$ cat config.mk
export PLATFORM = sky130hd
export DESIGN_NAME = space_filling_curve_coord
export DESIGN_NICKNAME = d
export VERILOG_FILES = /design/src/sfc_pkg.sv /design/src/sfc_hilbert.sv /design/src/sfc_snake.sv /design/src/sfc_spiral.sv /design/src/space_filling_curve_coord.sv
export SDC_FILE = /design/constraint.sdc
export NUM_CORES = 1
export LEC_CHECK = 0
export BUFFER_PORTS_ARGS = -buffer_cell sky130_fd_sc_hd__buf_4
export CORE_ASPECT_RATIO = 2
export CORE_MARGIN = 1
export CORE_UTILIZATION = 30
export DETAILED_ROUTE_END_ITERATION = 10
export HOLD_SLACK_MARGIN = 0.03
export PLACE_DENSITY = 0.47
export SYNTH_ARGS = -nofsm -noshare
export SYNTH_HDL_FRONTEND = slang
export SYNTH_HIERARCHICAL = 1
export SYNTH_SLANG_ARGS = --single-unit
$ cat constraint.sdc
create_clock -name clk -period 9.1 [get_ports clk]
set_input_delay 1.365 -clock clk [delete_from_list [all_inputs] [get_ports clk]]
set_output_delay 1.365 -clock clk [all_outputs]
set_load 0.005 [all_outputs]
$ cat src/sfc_pkg.sv
// shared constants and types for the space filling curve coordinate block
// no dependencies; imported by every sfc module and the top level
`timescale 1ns / 1ps
`default_nettype none

package sfc_pkg;

    localparam int MODE_W        = 2;
    localparam int IDX_W         = 10;
    localparam int OUT_W         = 5;
    localparam int DEF_GRID_SIDE = 32;

    // visit order codes
    localparam logic [MODE_W-1:0] MODE_HILBERT     = 2'd0;
    localparam logic [MODE_W-1:0] MODE_SNAKE       = 2'd1;
    localparam logic [MODE_W-1:0] MODE_SPIRAL      = 2'd2;
    localparam logic [MODE_W-1:0] MODE_HILBERT_ALT = 2'd3;

    // one cell coordinate as delivered on the result beat
    typedef struct packed {
        logic [OUT_W-1:0] x;
        logic [OUT_W-1:0] y;
    } cell_t;

endpackage : sfc_pkg

`default_nettype wire

$ cat src/sfc_hilbert.sv
// hilbert curve index to cell coordinate, one quadrant level per bit pair
// depends on sfc_pkg
`timescale 1ns / 1ps
`default_nettype none

module sfc_hilbert #(
    parameter int GRID_SIDE = sfc_pkg::DEF_GRID_SIDE
) (
    input  wire logic [sfc_pkg::IDX_W-1:0] idx,
    output sfc_pkg::cell_t                 coord
);
    import sfc_pkg::*;

    localparam int CW = (GRID_SIDE > 1) ? $clog2(GRID_SIDE) : 1;

    logic [CW-1:0]    hx;
    logic [CW-1:0]    hy;
    logic [CW-1:0]    tmp;
    logic [CW-1:0]    s;
    logic [IDX_W-1:0] t;
    logic             rx;
    logic             ry;

    always_comb
    begin
        hx  = '0;
        hy  = '0;
        tmp = '0;
        s   = '0;
        t   = '0;
        rx  = 1'b0;
        ry  = 1'b0;
        for (int i = 0; i < CW; i++)
        begin
            t  = idx >> (2 * i);
            rx = t[1];
            ry = t[0] ^ rx;
            s  = CW'(1) << i;
            if (!ry)
            begin
                // mirror the lower quadrant when the pair selects the last one
                if (rx)
                begin
                    hx = s - CW'(1) - hx;
                    hy = s - CW'(1) - hy;
                end
                tmp = hx;
                hx  = hy;
                hy  = tmp;
            end
            if (rx)
                hx = hx | s;
            if (ry)
                hy = hy | s;
        end
    end

    logic [CW+OUT_W-1:0] hx_ext;
    logic [CW+OUT_W-1:0] hy_ext;

    assign hx_ext  = (CW+OUT_W)'(hx);
    assign hy_ext  = (CW+OUT_W)'(hy);
    assign coord.x = hx_ext[OUT_W-1:0];
    assign coord.y = hy_ext[OUT_W-1:0];

endmodule : sfc_hilbert

`default_nettype wire

$ cat src/sfc_snake.sv
// boustrophedon row snake: row major order with odd rows reversed
// depends on sfc_pkg
`timescale 1ns / 1ps
`default_nettype none

module sfc_snake #(
    parameter int GRID_SIDE = sfc_pkg::DEF_GRID_SIDE
) (
    input  wire logic [sfc_pkg::IDX_W-1:0] idx,
    output sfc_pkg::cell_t                 coord
);
    import sfc_pkg::*;

    localparam int CW = (GRID_SIDE > 1) ? $clog2(GRID_SIDE) : 1;

    logic [CW-1:0]       col;
    logic [CW-1:0]       row;
    logic [CW-1:0]       sx;
    logic [CW+OUT_W-1:0] sx_ext;
    logic [CW+OUT_W-1:0] sy_ext;

    // grid side is a power of two: divide is a shift, remainder a mask
    assign col = CW'(idx);
    assign row = CW'(idx >> CW);
    assign sx  = row[0] ? ~col : col;

    assign sx_ext  = (CW+OUT_W)'(sx);
    assign sy_ext  = (CW+OUT_W)'(row);
    assign coord.x = sx_ext[OUT_W-1:0];
    assign coord.y = sy_ext[OUT_W-1:0];

endmodule : sfc_snake

`default_nettype wire

$ cat src/sfc_spiral.sv
// inward clockwise spiral: ring found against constant ring starts, then
// the offset is placed along top, right, bottom and left sides
// depends on sfc_pkg
`timescale 1ns / 1ps
`default_nettype none

module sfc_spiral #(
    parameter int GRID_SIDE = sfc_pkg::DEF_GRID_SIDE
) (
    input  wire logic [sfc_pkg::IDX_W-1:0] idx,
    output sfc_pkg::cell_t                 coord
);
    import sfc_pkg::*;

    localparam int CW     = (GRID_SIDE > 1) ? $clog2(GRID_SIDE) : 1;
    localparam int RINGS  = (GRID_SIDE + 1) / 2;
    // rings starting beyond the largest index can never be hit
    localparam int RING_N = (RINGS > 256) ? 256 : RINGS;
    localparam int RW     = (RING_N > 1) ? $clog2(RING_N) : 1;
    localparam int PW     = (CW + 3 > IDX_W) ? CW + 3 : IDX_W;

    function automatic int ring_start(input int r);
        return 4 * r * (GRID_SIDE - r);
    endfunction

    logic [RING_N-1:0] ge;
    logic [RING_N-1:0] hit;
    logic [RW-1:0]     ring;
    logic [PW-1:0]     start;

    always_comb
    begin
        for (int r = 0; r < RING_N; r++)
            ge[r] = (32'(idx) >= 32'(ring_start(r)));
        for (int r = 0; r < RING_N; r++)
            hit[r] = ge[r] & ((r == RING_N - 1) ? 1'b1 : !ge[(r + 1) % RING_N]);
        ring  = '0;
        start = '0;
        for (int r = 0; r < RING_N; r++)
        begin
            if (hit[r])
            begin
                ring  = ring | RW'(r);
                start = start | PW'(ring_start(r));
            end
        end
    end

    logic [PW-1:0] lo;
    logic [PW-1:0] hi;
    logic [PW-1:0] len;
    logic [PW-1:0] ofs;
    logic [PW-1:0] px;
    logic [PW-1:0] py;

    assign lo  = PW'(ring);
    assign hi  = PW'(GRID_SIDE - 1) - lo;
    assign len = PW'(GRID_SIDE) - (lo << 1);
    assign ofs = PW'(idx) - start;

    always_comb
    begin
        if (ofs < len)
        begin
            px = lo + ofs;
            py = lo;
        end
        else if (ofs < (len << 1) - PW'(1))
        begin
            px = hi;
            py = lo + PW'(1) + (ofs - len);
        end
        else if (ofs < (len << 1) + len - PW'(2))
        begin
            px = hi - PW'(1) - (ofs - ((len << 1) - PW'(1)));
            py = hi;
        end
        else
        begin
            px = lo;
            py = hi - PW'(1) - (ofs - ((len << 1) + len - PW'(2)));
        end
    end

    assign coord.x = px[OUT_W-1:0];
    assign coord.y = py[OUT_W-1:0];

endmodule : sfc_spiral

`default_nettype wire

$ cat src/space_filling_curve_coord.sv
// top level of the space filling curve coordinate block: input stage,
// three coordinate units and the result register
// depends on sfc_pkg, sfc_hilbert, sfc_snake, sfc_spiral
`timescale 1ns / 1ps
`default_nettype none

// Turns a visit index on a GRID_SIDE x GRID_SIDE grid (GRID_SIDE a power of
// two, 2 to 1024) into the column and row of the cell visited at that index.
// The order is picked per beat by mode: 0 or 3 hilbert curve, 1 row snake with
// odd rows reversed, 2 inward clockwise spiral starting at the top left. The
// index is taken modulo the number of cells, and cell_x / cell_y carry the low
// five bits of the coordinate. The block takes one beat every clock while the
// result side does not stall, and holds a two stage pipeline: the input
// register, then one pass through the coordinate units into the result
// register, from which the result beat is offered. A stalled result beat
// holds the result stage; the input stage still takes a beat while it is
// empty. There is no configuration and no state that outlives a beat.
module space_filling_curve_coord #(
    parameter int GRID_SIDE = sfc_pkg::DEF_GRID_SIDE
) (
    input  wire logic                        clk,
    input  wire logic                        rst_n,
    input  wire logic                        in_valid,
    output logic                             in_ready,
    input  wire logic [sfc_pkg::MODE_W-1:0]  mode,
    input  wire logic [sfc_pkg::IDX_W-1:0]   visit_index,
    output logic                             out_valid,
    input  wire logic                        out_ready,
    output logic [sfc_pkg::OUT_W-1:0]        cell_x,
    output logic [sfc_pkg::OUT_W-1:0]        cell_y
);
    import sfc_pkg::*;

    localparam int CW = (GRID_SIDE > 1) ? $clog2(GRID_SIDE) : 1;
    // index mask for the modulo by the cell count (a power of four)
    localparam logic [IDX_W-1:0] IDX_MASK =
        (2 * CW >= IDX_W) ? {IDX_W{1'b1}} : IDX_W'((1 << (2 * CW)) - 1);

    // input stage
    logic              s1_valid_reg;
    logic              s1_valid_next;
    logic [MODE_W-1:0] mode_reg;
    logic [IDX_W-1:0]  index_reg;

    // result stage
    logic              out_valid_reg;
    logic              out_valid_next;
    cell_t             cell_reg;
    cell_t             cell_next;

    logic              s1_adv;
    logic              in_fire;
    logic [IDX_W-1:0]  idx_wrapped;
    cell_t             hil_cell;
    cell_t             snk_cell;
    cell_t             spi_cell;

    // the result stage frees up when it is empty or its beat leaves now
    assign s1_adv   = !out_valid_reg || out_ready;
    assign in_ready = !s1_valid_reg || s1_adv;
    assign in_fire  = in_valid && in_ready;

    assign idx_wrapped = index_reg & IDX_MASK;

    sfc_hilbert #(.GRID_SIDE(GRID_SIDE)) u_hilbert (
        .idx   (idx_wrapped),
        .coord (hil_cell)
    );

    sfc_snake #(.GRID_SIDE(GRID_SIDE)) u_snake (
        .idx   (idx_wrapped),
        .coord (snk_cell)
    );

    sfc_spiral #(.GRID_SIDE(GRID_SIDE)) u_spiral (
        .idx   (idx_wrapped),
        .coord (spi_cell)
    );

    // order select; the spare code falls to hilbert
    always_comb
    begin
        case (mode_reg)
            MODE_SNAKE:  cell_next = snk_cell;
            MODE_SPIRAL: cell_next = spi_cell;
            default:     cell_next = hil_cell;
        endcase
    end

    // input stage fills on a taken beat, drains when it moves on
    always_comb
    begin
        s1_valid_next = s1_valid_reg;
        if (in_fire)
            s1_valid_next = 1'b1;
        else if (s1_adv)
            s1_valid_next = 1'b0;
    end

    always_comb
    begin
        out_valid_next = out_valid_reg;
        if (s1_adv)
            out_valid_next = s1_valid_reg;
    end

    always_ff @(posedge clk or negedge rst_n)
    begin
        if (!rst_n)
        begin
            s1_valid_reg  <= 1'b0;
            out_valid_reg <= 1'b0;
        end
        else
        begin
            s1_valid_reg  <= s1_valid_next;
            out_valid_reg <= out_valid_next;
        end
    end

    // payload registers, no reset
    always_ff @(posedge clk)
    begin
        if (in_fire)
        begin
            mode_reg  <= mode;
            index_reg <= visit_index;
        end
        if (s1_adv && s1_valid_reg)
            cell_reg <= cell_next;
    end

    assign out_valid = out_valid_reg;
    assign cell_x    = cell_reg.x;
    assign cell_y    = cell_reg.y;

    // a taken input beat always lands in the input stage
    assert property (@(posedge clk) disable iff (!rst_n)
        in_fire |=> s1_valid_reg)
    else $error("input beat lost on entry");

    // a full input stage that advances always produces a result beat
    assert property (@(posedge clk) disable iff (!rst_n)
        s1_valid_reg && s1_adv |=> out_valid_reg)
    else $error("beat lost between input stage and result stage");

    // a full input stage that cannot advance keeps its beat
    assert property (@(posedge clk) disable iff (!rst_n)
        s1_valid_reg && !s1_adv |=> s1_valid_reg && $stable(index_reg)
                                   && $stable(mode_reg))
    else $error("input stage overwritten while stalled");

    // coordinates stay on the grid when the grid fits the field
    assert property (@(posedge clk) disable iff (!rst_n)
        out_valid_reg |-> (GRID_SIDE >= 32)
                          || ((32'(cell_x) < GRID_SIDE) && (32'(cell_y) < GRID_SIDE)))
    else $error("coordinate off the grid");

endmodule : space_filling_curve_coord

`default_nettype wire

# After elaboration in Yosys (flattened, before gate mapping)
# Index checks and enable logic that the tools add are counted.
dict set report totals {
  register_bits 24
  word_cells 156
  latch_bits 0
  memories 0
  mem_bits_rw 0
  out_inout_bits 12
  inputBits 16
  rom_bits 0
}
dict set report op_classes {
  n_eq_ne 2
  n_mux 66
  n_lt_le_gt_ge 18
  n_bitwise 20
  n_mul 0
  reduce_logical 21
  div 0
  add_sub_neg 23
  n_shift 0
}
# operator n
set op_table {}
lappend op_table {{$mux W5} 25}
lappend op_table {{$ge A10 B10 Y1 const B} 11}
lappend op_table {{$mux W10} 11}
lappend op_table {{$mux W4} 10}
lappend op_table {{$lt A10 B10 Y1} 3}
lappend op_table {{$sub A5 B5 Y5} 5}
lappend op_table {{$ge A10 B9 Y1 const B} 2}
lappend op_table {{$pmux W10 S2} 1}
lappend op_table {{$mux W3} 6}
lappend op_table {{$mux W9} 2}
lappend op_table {{$logic_not A1 Y1} 16}
lappend op_table {{$and A1 B1 Y1} 14}
lappend op_table {{$ge A10 B7 Y1 const B} 1}
lappend op_table {{$ge A10 B8 Y1 const B} 1}
lappend op_table {{$sub A10 B1 Y10 const B} 1}
lappend op_table {{$sub A10 B10 Y10} 1}
lappend op_table {{$sub A10 B2 Y10 const B} 1}
lappend op_table {{$sub A2 B5 Y5 const A} 2}
lappend op_table {{$sub A3 B5 Y5 const A} 2}
lappend op_table {{$sub A4 B5 Y5 const A} 2}
lappend op_table {{$add A8 B7 Y9} 1}
lappend op_table {{$mux W2} 4}
lappend op_table {{$mux W8} 1}
lappend op_table {{$mux W7} 1}
lappend op_table {{15 further kinds} 26}

# Longest topological paths before layout
dict set report logic_depth {
  ltp_word 27
  ltp_mapped 30
  depth_no_buf 27
}

# Cells and area by module
# Netlist, hierarchy kept.
# module area_each_um2 instances seq_area_each_um2 cells_each
set by_module_without_submodules {}
lappend by_module_without_submodules {sfc_spiral 2721.4 1 0.0 355}
lappend by_module_without_submodules {sfc_hilbert 1127.3 1 0.0 173}
lappend by_module_without_submodules {space_filling_curve_coord 1079.8 1 710.7 68}
lappend by_module_without_submodules {sfc_snake 92.6 1 0.0 11}

# Worst setup path after synthesis
# Ideal clock, no wire load.
dict set report synth_path {
  path_type {register to register}
  from {register index_reg[4], in the netlist idx_wrapped[4]}
  to {register cell_reg, in the netlist cell_x[2] (data pin)}
  setup_time_ns 0.257
  required_ns 8.843
  synth_period_minus_slack_ns 6.244
  arrival_time_ns 5.987
  setup_slack_ns 2.856
  path_stages_with_launch 29
  path_buffers 2
  path_cell_list {edfxtp_1 buf_4 a31o_2 o211ai_1 o21ai_0 o21ai_0 nand3b_1 inv_1 ha_1 xnor2_2 ha_1 inv_1 fa_1 o211a_1 a221o_1 xor2_1 ha_1 o21a_1 nor2_1 a21oi_1 nand3_1 a41oi_1 o32a_1 buf_2 o21ai_1 a221oi_2 a21oi_1 a22oi_2 o21ai_2}
}
# item line_no
set synth_rtl {}
lappend synth_rtl {{start: declaration} space_filling_curve_coord.sv:43} ;# logic [IDX_W-1:0] index_reg;
lappend synth_rtl {{start signal: assignment} space_filling_curve_coord.sv:127} ;# index_reg <= visit_index;
lappend synth_rtl {{end signal: assignment} space_filling_curve_coord.sv:130} ;# cell_reg <= cell_next;
lappend synth_rtl {{end: declaration} space_filling_curve_coord.sv:48} ;# cell_t cell_reg;

==> results.md <==
- Outcome: completed
- Reg-to-Reg Start: idx_wrapped[7]
- Tmin final: 7.75 ns
- Worst Hold Class: flop to flop
- Synth top cells by count: 56 x ha_1, 48 x nand2_1, 44 x inv_1
- Mean post-synth cell area: 8.27 µm²
- Period utilization: 85.2%
- GRT Overall Usage: 19.9%
- Initial antenna violation count: 1
- Post_cts resized: 0
- Layout Cells excl Fill: 811
- CORE AREA: 16400 µm²
- WP data required: 9.11 ns
- CP Data Arrival Time: 7.76 ns
- Crit path capture type: flop
- Final GP Congestion: 0.895
- R2r endpoint: cell_x[2]
- Post-layout power: 1.15 mW
- Initial Util: 30.7%
- Via count: 4640
- Max FFs per register: 10
- CTS Sinks: 24
- H-tree Lvls: 1
- Final Max Tran Viols: 0
- Multi-input gate area: 3890 µm²
- Relative slew slack: 29.2%
- Crit path launch: idx_wrapped[7]
- Main synth FF type: edfxtp_1
- Final setup fails: 0
- Cells after Synth: 607
- Slowest cell on the critical path: edfxtp_1
- Top post-synthesis cells by area: ha_1 14%, edfxtp_1 13%, xnor2_1 4.5%
- Post-synthesis mux area share: 2.12%
- Area delta synth->final: 8.22%
- Syn nets: 689
- Pleak: 2.29 nW
- Dpl hpwl: 13100 µm
- Worst Setup Start Kind: flop
- Placed Instances: 806
- First-pass GRT wire length: 25700 µm
- Fill cells: 1769
- Drt total wl: 16800 µm
- Crit path to: cell_x[2]
- IO Count: 28
- Placed inst area: 5330 µm²
- Seq/Total Area, Yosys: 14.2%
- Fmax: 0.129 GHz
- RSZ-0062 raised after global routing: no
- Largest stage delay, worst path: 0.73 ns
- GR Overflow Total: 0
- Register area: 711 µm²
- Worst-path clk slew: 0.08 ns
- DR iter-0 viols: 276
- R2R Setup Slk: 1.35 ns
- Most common cell in the netlist: ha_1
- Design area: 5430 µm²
- Distinct cells, synth: 91
- Async SR Flop Fraction: 8.33%
- Post-DR wirelength/cell: 20.7 µm
- Main combinational cell family by area after synthesis: compound AO/OA/AOI/OAI gates
- Die width: 93.5 µm
- Largest net degree at the start of global routing: 37
- Final WS setup: 1.35 ns
- PortBufs: 27
- Share of cells above drive strength 1: 14.7%
- Row count: 66
- Chip Height: 185 µm
- Mapped cell area: 5020 µm²
- Pwr Density: 212 nW/µm²
- Die area: 17300 µm²
- Number of max-cap violations: 0
- Worst slew pin tran: 1.06 ns
- Vias in the first global route: 4691
- Max clock buf depth: 2
- Drt drc: 0
- Nets: 689
- Clk_lat worst skew: 0.28 ns
- Cts hold-fix bufs: 0
- TritonCTS clock tree: built
- Simple-gate area share of the yosys netlist: 18.0%
- Top cell type's share of synthesized area: 14.0%
- Final setup TNS: 0 ns
- R2R cell count: 28
- Clock Skew: 0.00482 ns
- Post-synth top area cell: ha_1
- 1st-pass router iterations: 5
- Critical path peak fanout: 24
- Synth warn: 6
- Post-Synth XOR/XNOR Area: 8.35%
- Fraction of the mapped netlist area in adder cells: 18.1%
- Critical path type: flop to flop
- Place WS: 1.42 ns
- CTS Buf Count: 3
- CTS root buf: clkbuf_16
- Max IR drop VDD: 0.0744 mV
- Compound-Gate Fraction of Synth Area: 30.8%
- Postcts setup bufs: 0
- Final hold viol count: 0
- Number of synthesized register bits: 24
- Number of flops mapped to enable cells by yosys: 22
- Final ANT Viol Nets: 0
- Via-to-Cell Ratio: 5.72
through the flow:
step | hold WS (ns) | utilization [%]
2_1_floorplan | 0.511 | -
3_3_place_gp | 0.522 | 32.6
3_5_place_dp | 0.538 | 32.6
4_1_cts | 0.561 | 33.2
5_1_grt | 0.587 | 33.2
6_report | 0.556 | 33.2
worst max-delay path, delay by kind of cell (launching register included):
family,cells,cell delay [ns]
AO/OA/AOI/OAI,15,3.50
adder cells (fa/ha/maj),3,1.01
flip-flops,1,0.73
buffers and inverters,4,0.95
AND/OR/NAND/NOR,5,1.11
XOR/XNOR,1,0.18
layout by cell type (no fill, tap or decap), drive strengths merged, types with 4 or more instances in the layout:
cell and n:
a21oi 37, nor2 31, buf 39, inv 46, a22oi 12, ha 56, mux2i 8, nor3 4
nand4 4, fa 10, a31oi 9, a221oi 7, o21ai 43, a21boi 5, a2111oi 5, and3 8
nand2 48, nand3 11, nand3b 6, o21a 13, xor2 20, a221o 4, xnor2 27, nand2b 14
o22ai 8, o211ai 5, o31ai 5, edfxtp 22, a211oi 4, nor2b 12, a21o 11, and2 6
nor4 4
report_power, final:
part           internal (mW)  switching [mW]  total, mW
Sequential             0.136          0.0169      0.153
Clock                 0.0881          0.0521      0.140
Combinational          0.363           0.494      0.857
Total                  0.587           0.564       1.15
per-layer routing:
| metal | global-route usage (%) | wire, µm | up-vias |
|---|---|---|---|
| met4 | 12.1 | 953 | 0 |
| met5 | 0 | 0 | - |
| met3 | 1.15 | 379 | 51 |
| met2 | 40.3 | 9620 | 133 |
| li1 | - | - | 2218 |
| met1 | 18.6 | 5820 | 2238 |
cells by family after synthesis:
family | count (synthesis)
adders and majority gates | 67
buffers and inverters | 90
DFF | 24
xor gates and xnor gates | 47
muxes | 10
and+or+nand+nor | 164
AOI/OAI and AO/OA | 205
worst min path at each step:
stage	start	end	slack, ns	cells after the start
after floorplan	s1_valid_reg	out_valid	0.51	1
after global placement	s1_valid_reg	out_valid	0.52	1
after detailed placement	s1_valid_reg	out_valid	0.54	1
after CTS	s1_valid_reg	out_valid	0.56	1
after global routing	s1_valid_reg	out_valid	0.59	1
final	s1_valid_reg	out_valid	0.56	1
final cells by class:
cell class              instances  area share (%)
flip-flops and latches         24            13.1
well taps                     204            4.70
inverters                      46            3.18
multi-input cells             493            71.7
diodes                          1          0.0461
repair buffers                 39            5.39
clock buffers                   3            1.38
clock inverters                 1           0.553
(Power assumes the default switching activity.)
